[config.mk]
export PLATFORM = sky130hd
export DESIGN_NAME = byte_ring_fifo_overwrite
export DESIGN_NICKNAME = d
export VERILOG_FILES = /design/src/hdl/brfo_pkg.sv /design/src/hdl/byte_ring_fifo_overwrite.sv /design/src/hdl/brfo_ram.sv /design/src/hdl/brfo_datapath.sv /design/src/hdl/brfo_ctrl.sv
export SDC_FILE = /design/constraint.sdc
export NUM_CORES = 2
export LEC_CHECK = 0
export BUFFER_PORTS_ARGS = -buffer_cell sky130_fd_sc_hd__buf_2
export CELL_PAD_IN_SITES_DETAIL_PLACEMENT = 1
export CELL_PAD_IN_SITES_GLOBAL_PLACEMENT = 2
export CORE_MARGIN = 2
export CORE_UTILIZATION = 40
export DETAILED_ROUTE_END_ITERATION = 7
export GPL_TIMING_DRIVEN = 1
export PLACE_DENSITY = 0.72
export SLEW_MARGIN = 20
export SYNTH_ARGS = -nofsm -noshare
export SYNTH_HDL_FRONTEND = slang
export SYNTH_HIERARCHICAL = 1
export SYNTH_SLANG_ARGS = --single-unit
[constraint.sdc]
create_clock -name clk -period 3.6 [get_ports clk]
set_input_delay 0.72 -clock clk [delete_from_list [all_inputs] [get_ports clk]]
set_output_delay 0.72 -clock clk [all_outputs]
set_load 0.03 [all_outputs]
[src/hdl/brfo_pkg.sv]
// Shared constants, operation codes and controller/datapath types for the byte ring FIFO.
package brfo_pkg;

    localparam int BRFO_DEPTH     = 256;  // default ring storage depth
    localparam int BRFO_CAP_W     = 9;    // capacity register and fill level width
    localparam int BRFO_CAP_RESET = 256;  // capacity after reset
    localparam int BRFO_MODE_W    = 3;
    localparam int BRFO_BYTE_W    = 8;
    localparam int BRFO_IN_W      = 16;   // input tdata, padded to bytes
    localparam int BRFO_OUT_W     = 24;   // output tdata, padded to bytes

    // Operation codes carried in the mode field
    localparam logic [BRFO_MODE_W-1:0] MODE_WRITE     = 3'd0;
    localparam logic [BRFO_MODE_W-1:0] MODE_OVERWRITE = 3'd1;
    localparam logic [BRFO_MODE_W-1:0] MODE_READ      = 3'd2;
    localparam logic [BRFO_MODE_W-1:0] MODE_PEEK      = 3'd3;
    localparam logic [BRFO_MODE_W-1:0] MODE_FLUSH     = 3'd4;

    typedef enum logic [2:0] {
        ST_IDLE  = 3'b001,
        ST_FETCH = 3'b010,
        ST_RESP  = 3'b100
    } brfo_state_t;

    // Controller to datapath
    typedef struct packed {
        logic accept;     // input beat taken this cycle
        logic cfg_we;     // capacity write this cycle
        logic load_byte;  // capture ram read data into the result
    } brfo_cmd_t;

    // Datapath to controller
    typedef struct packed {
        logic need_fetch; // offered beat is a read or peek on a non-empty ring
    } brfo_stat_t;

endpackage

[src/hdl/byte_ring_fifo_overwrite.sv]
// Byte FIFO on a ring with refused write, overwrite, pop, peek and flush operations.
// Each beat on s_axis carries one operation and yields exactly one result beat on
// m_axis with the byte read, success, dropped, fill level, full and empty. A result
// is offered in the cycle after its operation is taken; a read or peek of a non-empty
// FIFO passes through a fetch state first, since the slot store is a RAM with registered
// read data. A new operation is taken in the same cycle its predecessor's result is
// taken, so a busy stream runs at one operation per cycle while m_axis does not stall,
// and no new operation is taken during the fetch of a read or peek that finds data.
// Writing the capacity register empties the FIFO; zero acts as one and values above
// DEPTH act as DEPTH. Capacity writes are taken only while no result is pending.
module byte_ring_fifo_overwrite
    import brfo_pkg::*;
#(
    parameter int DEPTH = BRFO_DEPTH
) (
    input  logic                  clk,
    input  logic                  rst_n,
    input  logic                  s_axis_tvalid,
    output logic                  s_axis_tready,
    input  logic [BRFO_IN_W-1:0]  s_axis_tdata,  // mode[2:0], write_byte[10:3]
    output logic                  m_axis_tvalid,
    input  logic                  m_axis_tready,
    output logic [BRFO_OUT_W-1:0] m_axis_tdata,  // read_byte[7:0], success[8], dropped[9],
                                                 // fill_level[18:10], is_full[19], is_empty[20]
    input  logic                  cfg_valid,
    output logic                  cfg_ready,
    input  logic [BRFO_CAP_W-1:0] cfg_data       // capacity
);

    brfo_cmd_t  cmd;
    brfo_stat_t stat;

    brfo_ctrl u_ctrl (
        .clk       (clk),
        .rst_n     (rst_n),
        .in_valid  (s_axis_tvalid),
        .in_ready  (s_axis_tready),
        .out_valid (m_axis_tvalid),
        .out_ready (m_axis_tready),
        .cfg_valid (cfg_valid),
        .cfg_ready (cfg_ready),
        .stat      (stat),
        .cmd       (cmd)
    );

    brfo_datapath #(
        .DEPTH (DEPTH)
    ) u_dp (
        .clk      (clk),
        .rst_n    (rst_n),
        .cmd      (cmd),
        .stat     (stat),
        .in_data  (s_axis_tdata),
        .cfg_data (cfg_data),
        .out_data (m_axis_tdata)
    );

endmodule

[src/hdl/brfo_ram.sv]
// Generic single write port, single read port RAM with registered read data.
module brfo_ram #(
    parameter int WIDTH = 8,
    parameter int DEPTH = 256,
    localparam int AW   = (DEPTH > 1) ? $clog2(DEPTH) : 1
) (
    input  logic             clk,
    input  logic             wr_en,
    input  logic [AW-1:0]    wr_addr,
    input  logic [WIDTH-1:0] wr_data,
    input  logic             rd_en,
    input  logic [AW-1:0]    rd_addr,
    output logic [WIDTH-1:0] rd_data
);

    logic [WIDTH-1:0] mem_reg [DEPTH];
    logic [WIDTH-1:0] rd_data_reg;

    always_ff @(posedge clk)
    begin
        if (wr_en)
        begin
            mem_reg[wr_addr] <= wr_data;
        end
        if (rd_en)
        begin
            rd_data_reg <= mem_reg[rd_addr];
        end
    end

    assign rd_data = rd_data_reg;

endmodule

[src/hdl/brfo_datapath.sv]
// Ring pointers, fill count, capacity, slot storage and the result register.
module brfo_datapath
    import brfo_pkg::*;
#(
    parameter int DEPTH = BRFO_DEPTH
) (
    input  logic                  clk,
    input  logic                  rst_n,
    input  brfo_cmd_t             cmd,
    output brfo_stat_t            stat,
    input  logic [BRFO_IN_W-1:0]  in_data,
    input  logic [BRFO_CAP_W-1:0] cfg_data,
    output logic [BRFO_OUT_W-1:0] out_data
);

    localparam int AW      = (DEPTH > 1) ? $clog2(DEPTH) : 1;
    localparam int RST_EFF = (BRFO_CAP_RESET > DEPTH) ? DEPTH : BRFO_CAP_RESET;

    logic [BRFO_MODE_W-1:0] mode;
    logic [BRFO_BYTE_W-1:0] wbyte;

    logic [AW-1:0]         front_reg, front_next;
    logic [AW-1:0]         back_reg, back_next;
    logic [AW-1:0]         last_reg;          // highest slot index of the current capacity
    logic [BRFO_CAP_W-1:0] cnt_reg, cnt_next;
    logic [BRFO_CAP_W-1:0] cap_reg;
    logic [BRFO_CAP_W-1:0] cap_in;

    logic [BRFO_BYTE_W-1:0] rbyte_reg;
    logic                   ok_reg, ok_next;
    logic                   drop_reg, drop_next;
    logic [BRFO_CAP_W-1:0]  fill_reg;
    logic                   full_reg, empty_reg;

    logic full_now, ram_we, ram_re;
    logic [BRFO_BYTE_W-1:0] ram_rdata;

    assign mode  = in_data[BRFO_MODE_W-1:0];
    assign wbyte = in_data[BRFO_MODE_W +: BRFO_BYTE_W];

    function automatic logic [AW-1:0] advance(input logic [AW-1:0] idx,
                                              input logic [AW-1:0] last);
        if (idx == last)
            return '0;
        return AW'(idx + 1'b1);
    endfunction

    assign full_now = (cnt_reg == cap_reg);
    assign stat.need_fetch = (mode inside {MODE_READ, MODE_PEEK}) && (cnt_reg != '0);

    // zero acts as one, anything above the ring depth saturates
    always_comb
    begin
        cap_in = cfg_data;
        if (cfg_data == '0)
            cap_in = BRFO_CAP_W'(1);
        else if (32'(cfg_data) > 32'(DEPTH))
            cap_in = BRFO_CAP_W'(DEPTH);
    end

    always_comb
    begin
        front_next = front_reg;
        back_next  = back_reg;
        cnt_next   = cnt_reg;
        ok_next    = 1'b0;
        drop_next  = 1'b0;
        ram_we     = 1'b0;
        case (mode)
            MODE_WRITE, MODE_OVERWRITE:
            begin
                if (!full_now || (mode == MODE_OVERWRITE))
                begin
                    ram_we    = 1'b1;
                    back_next = advance(back_reg, last_reg);
                    if (!full_now)
                        cnt_next = BRFO_CAP_W'(cnt_reg + 1'b1);
                    else
                    begin
                        front_next = advance(front_reg, last_reg);
                        drop_next  = 1'b1;
                    end
                    ok_next = 1'b1;
                end
            end
            MODE_READ, MODE_PEEK:
            begin
                if (cnt_reg != '0)
                begin
                    ok_next = 1'b1;
                    if (mode == MODE_READ)
                    begin
                        front_next = advance(front_reg, last_reg);
                        cnt_next   = BRFO_CAP_W'(cnt_reg - 1'b1);
                    end
                end
            end
            MODE_FLUSH:
            begin
                front_next = '0;
                back_next  = '0;
                cnt_next   = '0;
                ok_next    = 1'b1;
            end
            default:
            begin
                ok_next = 1'b0;
            end
        endcase
    end

    assign ram_re = cmd.accept && stat.need_fetch;

    brfo_ram #(
        .WIDTH (BRFO_BYTE_W),
        .DEPTH (DEPTH)
    ) u_ram (
        .clk     (clk),
        .wr_en   (cmd.accept && ram_we),
        .wr_addr (back_reg),
        .wr_data (wbyte),
        .rd_en   (ram_re),
        .rd_addr (front_reg),
        .rd_data (ram_rdata)
    );

    always_ff @(posedge clk or negedge rst_n)
    begin
        if (!rst_n)
        begin
            front_reg <= '0;
            back_reg  <= '0;
            cnt_reg   <= '0;
            cap_reg   <= BRFO_CAP_W'(RST_EFF);
            last_reg  <= AW'(RST_EFF - 1);
        end
        else if (cmd.cfg_we)
        begin
            // a capacity write also empties the ring
            front_reg <= '0;
            back_reg  <= '0;
            cnt_reg   <= '0;
            cap_reg   <= cap_in;
            last_reg  <= AW'(cap_in - 1'b1);
        end
        else if (cmd.accept)
        begin
            front_reg <= front_next;
            back_reg  <= back_next;
            cnt_reg   <= cnt_next;
        end
    end

    always_ff @(posedge clk)
    begin
        if (cmd.accept)
        begin
            rbyte_reg <= '0;
            ok_reg    <= ok_next;
            drop_reg  <= drop_next;
            fill_reg  <= cnt_next;
            full_reg  <= (cnt_next == cap_reg);
            empty_reg <= (cnt_next == '0);
        end
        else if (cmd.load_byte)
        begin
            rbyte_reg <= ram_rdata;
        end
    end

    assign out_data = {3'b000, empty_reg, full_reg, fill_reg, drop_reg, ok_reg, rbyte_reg};

endmodule

[src/hdl/brfo_ctrl.sv]
// Sequencing of input beats, ram fetch, result hand-off and capacity writes.
module brfo_ctrl
    import brfo_pkg::*;
(
    input  logic       clk,
    input  logic       rst_n,
    input  logic       in_valid,
    output logic       in_ready,
    output logic       out_valid,
    input  logic       out_ready,
    input  logic       cfg_valid,
    output logic       cfg_ready,
    input  brfo_stat_t stat,
    output brfo_cmd_t  cmd
);

    brfo_state_t state_reg, state_next;

    always_comb
    begin
        in_ready  = ((state_reg == ST_IDLE) && !cfg_valid)
                 || ((state_reg == ST_RESP) && out_ready);
        out_valid = (state_reg == ST_RESP);
        cfg_ready = (state_reg == ST_IDLE);

        cmd.accept    = in_valid && in_ready;
        cmd.cfg_we    = cfg_valid && cfg_ready;
        cmd.load_byte = (state_reg == ST_FETCH);

        state_next = state_reg;
        case (state_reg)
            ST_IDLE:
            begin
                if (cmd.accept)
                    state_next = stat.need_fetch ? ST_FETCH : ST_RESP;
            end
            ST_FETCH:
            begin
                state_next = ST_RESP;
            end
            ST_RESP:
            begin
                if (cmd.accept)
                    state_next = stat.need_fetch ? ST_FETCH : ST_RESP;
                else if (out_ready)
                    state_next = ST_IDLE;
            end
            default:
            begin
                state_next = ST_IDLE;
            end
        endcase
    end

    always_ff @(posedge clk or negedge rst_n)
    begin
        if (!rst_n)
            state_reg <= ST_IDLE;
        else
            state_reg <= state_next;
    end

endmodule

; After elaboration in Yosys (flattened, before gate mapping)
; Memory sizes are Yosys's and may differ from the RTL's. A register that Yosys moved wholly into a read port is not among the register bits.
; Cells that the tools add are included.
[totals]
output_inout_bits = 27
n_memories = 1
in_bits = 30
reg_bits = 66
ramBits = 2048
[memory_table]
columns = name, depth, width, read_ports, rd_clocked_by_memory_dff, wr, line
row1 = u_dp.u_ram.mem_reg, 256, 8, 1, 1, 1, brfo_ram.sv:16  ; logic [WIDTH-1:0] mem_reg [DEPTH];
[op_classes]
reduce_logical = 25
n_eq_ne = 17
order_cmp = 1
muxes = 47
n_addsub = 5
[ops]
columns = operator, n
row1 = 8-bit 2-to-1 mux, 14
row2 = 9-bit 2-to-1 mux, 8
row3 = 9-bit one-hot mux with 3 select lines, 1
row4 = 8-bit one-hot mux with 3 select lines, 1
row5 = 9-bit == test, 2
row6 = 9-bit zero test, 2
row7 = "8-bit by 1-bit adder with 8-bit output, second input constant", 2
row8 = 8-bit == test, 2
row9 = 1-bit 2-to-1 mux, 16
row10 = 8-bit one-hot mux with 2 select lines, 1
row11 = 3-bit 2-to-1 mux, 4
row12 = "3-bit by 2-bit inequality test with 1-bit output, second input constant", 4
row13 = "9-bit by 1-bit adder with 9-bit output, second input constant", 1
row14 = "3-bit by 2-bit == test with 1-bit output, second input constant", 3
row15 = "9-bit > comparator, second input constant", 1
row16 = 3-bit one-hot mux with 3 select lines, 1
row17 = 9-bit nonzero test, 1
row18 = "9-bit by 1-bit subtractor with 9-bit output, second input constant", 1
row19 = "8-bit by 1-bit subtractor with 8-bit output, second input constant", 1
row20 = 1-bit logical AND, 7
row21 = "3-bit by 1-bit == test with 1-bit output, second input constant", 2
row22 = "3-bit == test, second input constant", 2
row23 = 6-bit AND reduction, 1
row24 = 2-bit AND reduction, 2
row25 = other kinds (11), 15

; Logic depth before layout (Yosys ltp)
[logic_depth]
word_depth = 11
mapped_depth = 12

; Cells and area by module
; Netlist, hierarchy kept.
[modules_own_cells]
columns = mod, area_per_inst_um2, instances, cells_each, seq_area_each_um2
row1 = brfo_ram, 79636.4, 1, 3733, 61739.2
row2 = brfo_datapath, 4124.0, 1, 461, 1612.8
row3 = brfo_ctrl, 221.5, 1, 24, 76.3

; Least setup slack after synthesis
; No wires, ideal clock.
[synth_timing]
path_type = input to register
start = input port cfg_valid
end = memory u_dp.u_ram.mem_reg[234][0], enable pin
path_slack_ns = -0.557
required_ns = 3.230
path_buffers = 4
arrival_time_ns = 3.786
setup_ns = 0.370
path_stages = 10
path_cell_list = or3b_1 -> a211oi_2 -> clkbuf_1 -> inv_1 -> nor3_1 -> clkbuf_1 -> buf_1 -> nand3_1 -> clkbuf_1 -> nor2_1
[synth_lines]
columns = element, line
row1 = start: declaration, byte_ring_fifo_overwrite.sv:25  ; input logic cfg_valid,
row2 = end: declaration, brfo_ram.sv:16

==> results.yml <==
floorplan:
  die-area_mm2: 0.2136
  fp.dieW_um: 462.2
  start_util: 0.4015
  core_area_mm2: 0.2092
  rows: 168
  ios: 57
  die_h_um: 462.2
timing:
  rsz0062_at_grt: "no"
  slew_viol_final: 0
  setup_ws_ns: 0.1044
  holdWs_ns: 0.1506
  relSlewSlack: 0.2623
  period_needed_ns: 3.496
  worstMarginPinSlew_ns: 1.104
  min_period_over_period: 0.9710
  hold_viol: 0
  setup_viol: 0
  finalClockSkew_ns: 0.05141
  max_clock_freq_ghz: 0.2861
  tns_ns: 0
synth:
  synth_warnings: 6
  synthesis.area_mm2: 0.08398
  async_flop_share: 0.02121
  synth_seq_area_share: 0.7553
  yosys.cell_count.top_type: "edfxtp_1"
  syn_inst: 4218
  ys.flop_type: "edfxtp_1"
  yosysTopAreaCell: "edfxtp_1"
  yosys-top-cells-area: "edfxtp_1 74%, mux4_2 12%, mux2i_1 1.8%"
  synth_common_cells: "2069 x edfxtp_1, 454 x mux4_2, 321 x nor2_1"
  synth.ff_latch_count: 2122
  synth_area_per_cell_um2: 19.91
  synth_top_area_frac: 0.7398
  synth_edf_count: 2069
  synth_cell_types: 89
power_and_ir_drop:
  finalPower_mw: 65.90
  p_leak_nw: 31.39
  peakVddDrop_mv: 0.5479
  powerDensity_mw_per_mm2: 664.2
place:
  place_ws_ns: -0.07568
  port-buffer-count: 48
  dp_hpwl_mm: 150.3
  place_congestion: 0.8322
setup_path:
  end_kind: "register"
  cp.required_ns: 4.21
  crit_fanout: 17
  critPathKind: "reg -> reg"
  critPathLaunchType: "register"
  worst_ep_arrival_time_ns: 4.11
final_layout:
  drive_above_1_share: 0.3143
  regArea_mm2: 0.06345
  largest_reg_flops: 2048
  num-fill-cells: 19240
  multiInputGateArea_mm2: 0.01925
  nets: 4839
  areaGrowthSynthToFinish_pct: 18.14
routing:
  drtPass1Iterations: 5
  first_iter_violations: 5038
  vias: 44620
  routed_wirelength_mm: 230.0
  wl_per_cell_um: 29.54
  ant_nets: 0
  route.detailed.drc: 0
  vias_per_cell: 5.733
cts:
  path_clk_slew_ns: 0.06
  cts_buffer_depth: 3
  cts_sinks: 2122
  cts.htree.levels: 4
  cts_tree: "yes"
  clkLatencyLatePin_ns: 0.85
  cts_buffers: 208
  cts-root-buf: "clkbuf_16"
global_route:
  overflow: 0
  grt_pass1_vias: 46210
  grt_pass1_wl_mm: 334.1
  antenna_found_initial: 1
  grt_usage: 0.2166
  grt_max_degree: 145
flow_run:
  maxCapViolCount: 0
worst_hold_path:
  hold_class: "in -> reg"
run_status:
  outcome: "completed"
[layout by cell type, fill, tap and decap left out, types with 14 or more instances in the layout]
| master | n |
|---|---|
| nand4_1 | 18 |
| nor2b_1 | 44 |
| inv_1 | 24 |
| o211ai_1 | 17 |
| nand3_1 | 44 |
| clkinv_1 | 43 |
| o221ai_1 | 47 |
| nand2_1 | 56 |
| mux2i_1 | 149 |
| nor2_1 | 228 |
| a221oi_1 | 14 |
| buf_4 | 475 |
| buf_2 | 40 |
| a211oi_1 | 21 |
| bufinv_16 | 19 |
| a22oi_1 | 134 |
| a21oi_1 | 111 |
| nor4_1 | 27 |
| edfxtp_1 | 2069 |
| xnor2_1 | 19 |
| nand2b_1 | 15 |
| o21ai_0 | 35 |
| mux4_2 | 454 |
| clkbuf_1 | 40 |
| clkinv_2 | 40 |
| nor2_2 | 86 |
| o22ai_1 | 29 |
| nor3_1 | 32 |
| a31oi_1 | 14 |
| buf_12 | 116 |
| and3_1 | 18 |
| clkbuf_16 | 213 |
| dfrtp_1 | 29 |
[cell families (layout without fill, tap and decap cells)]
group,Yosys count,count (layout),share of synthesized area
DFF,2122,2122,0.7553
and+or+nand+nor,656,656,0.03743
muxes,609,609,0.1407
AOI/OAI and AO/OA,500,500,0.04188
buffers and inverters,292,1045,0.02044
xor gates and xnor gates,33,33,0.003531
adders and majority gates,5,5,0.0007449
other,1,9,0.00004465
[power breakdown]
group,switching [mW],total (mW),internal (mW),leakage [nW]
clock,9.28,21.5,12.2,3.27
combinational,9.20,16.7,7.49,8.89
sequential,0.402,27.7,27.3,19.2
total,18.9,65.9,47.0,31.4
[final timing paths]
path / start / endpoint / slack (ns) / cells past startpoint
max: u_dp/front_reg[1] / u_dp/u_ram/rd_data[0] / 0.10 / 8
max reg2reg: u_dp/front_reg[1] / u_dp/u_ram/rd_data[0] / 0.10 / 8
min: cfg_data[7] / u_dp/cap_reg[7] / 0.15 / 2
min in group asynchronous: rst_n / u_dp/cap_reg[4] / 0.57 / 2
min reg2reg: u_dp/rbyte_reg[5] / u_dp/rbyte_reg[5] / 0.50 / 2
max in group asynchronous: rst_n / u_ctrl/state_reg[0] / 2.19 / 3
[layout make-up]
type | count | area share
Timing Repair Buffer | 640 | 0.06265
Inverter | 26 | 0.0009836
Multi-Input combinational cell | 1806 | 0.1940
Antenna cell | 6 | 0.0001513
Sequential cell | 2122 | 0.6395
Clock inverter | 124 | 0.01184
Clock buffer | 255 | 0.05551
Tap cell | 2805 | 0.03537
[timing repair]
action	4_1_cts	5_1_grt
hold buffers	1	0
resized for setup	1	3
buffers inserted	0	4
gates cloned	0	0
endpoints found under the setup margin	1	4
hold endpoints to repair	5	0
[stage by stage]
| step | std cells | util | area [um2] |
|---|---|---|---|
| 2_1_floorplan | 4220 | - | 84250 |
| 3_3_place_gp | 7394 | 0.4419 | 92430 |
| 3_5_place_dp | 7394 | 0.4419 | 92430 |
| 4_1_cts | 7774 | 0.4740 | 99130 |
| 5_1_grt | 7783 | 0.4744 | 99220 |
| 6_report | 7784 | 0.4744 | 99220 |
[critical path, cell delays in order, from the launching register on]
cell	delay, ns
dfrtp_4	0.63
buf_12	0.20
buf_4	0.28
mux4_2	0.40
a22oi_1	0.31
a21oi_1	0.24
nor4_1	0.93
nor4_2	0.09
buf_4	0.17
[metal layers]
layer / GRT usage / vias up / part of all wire
met5: 0 / - / 0
met4: 0.05907 / 0 / 0.026
met3: 0.03029 / 319 / 0.064
met2: 0.3484 / 1543 / 0.48
met1: 0.3101 / 24100 / 0.43
li1: - / 18660 / -
Note: power is estimated with default switching activity, not from simulation.
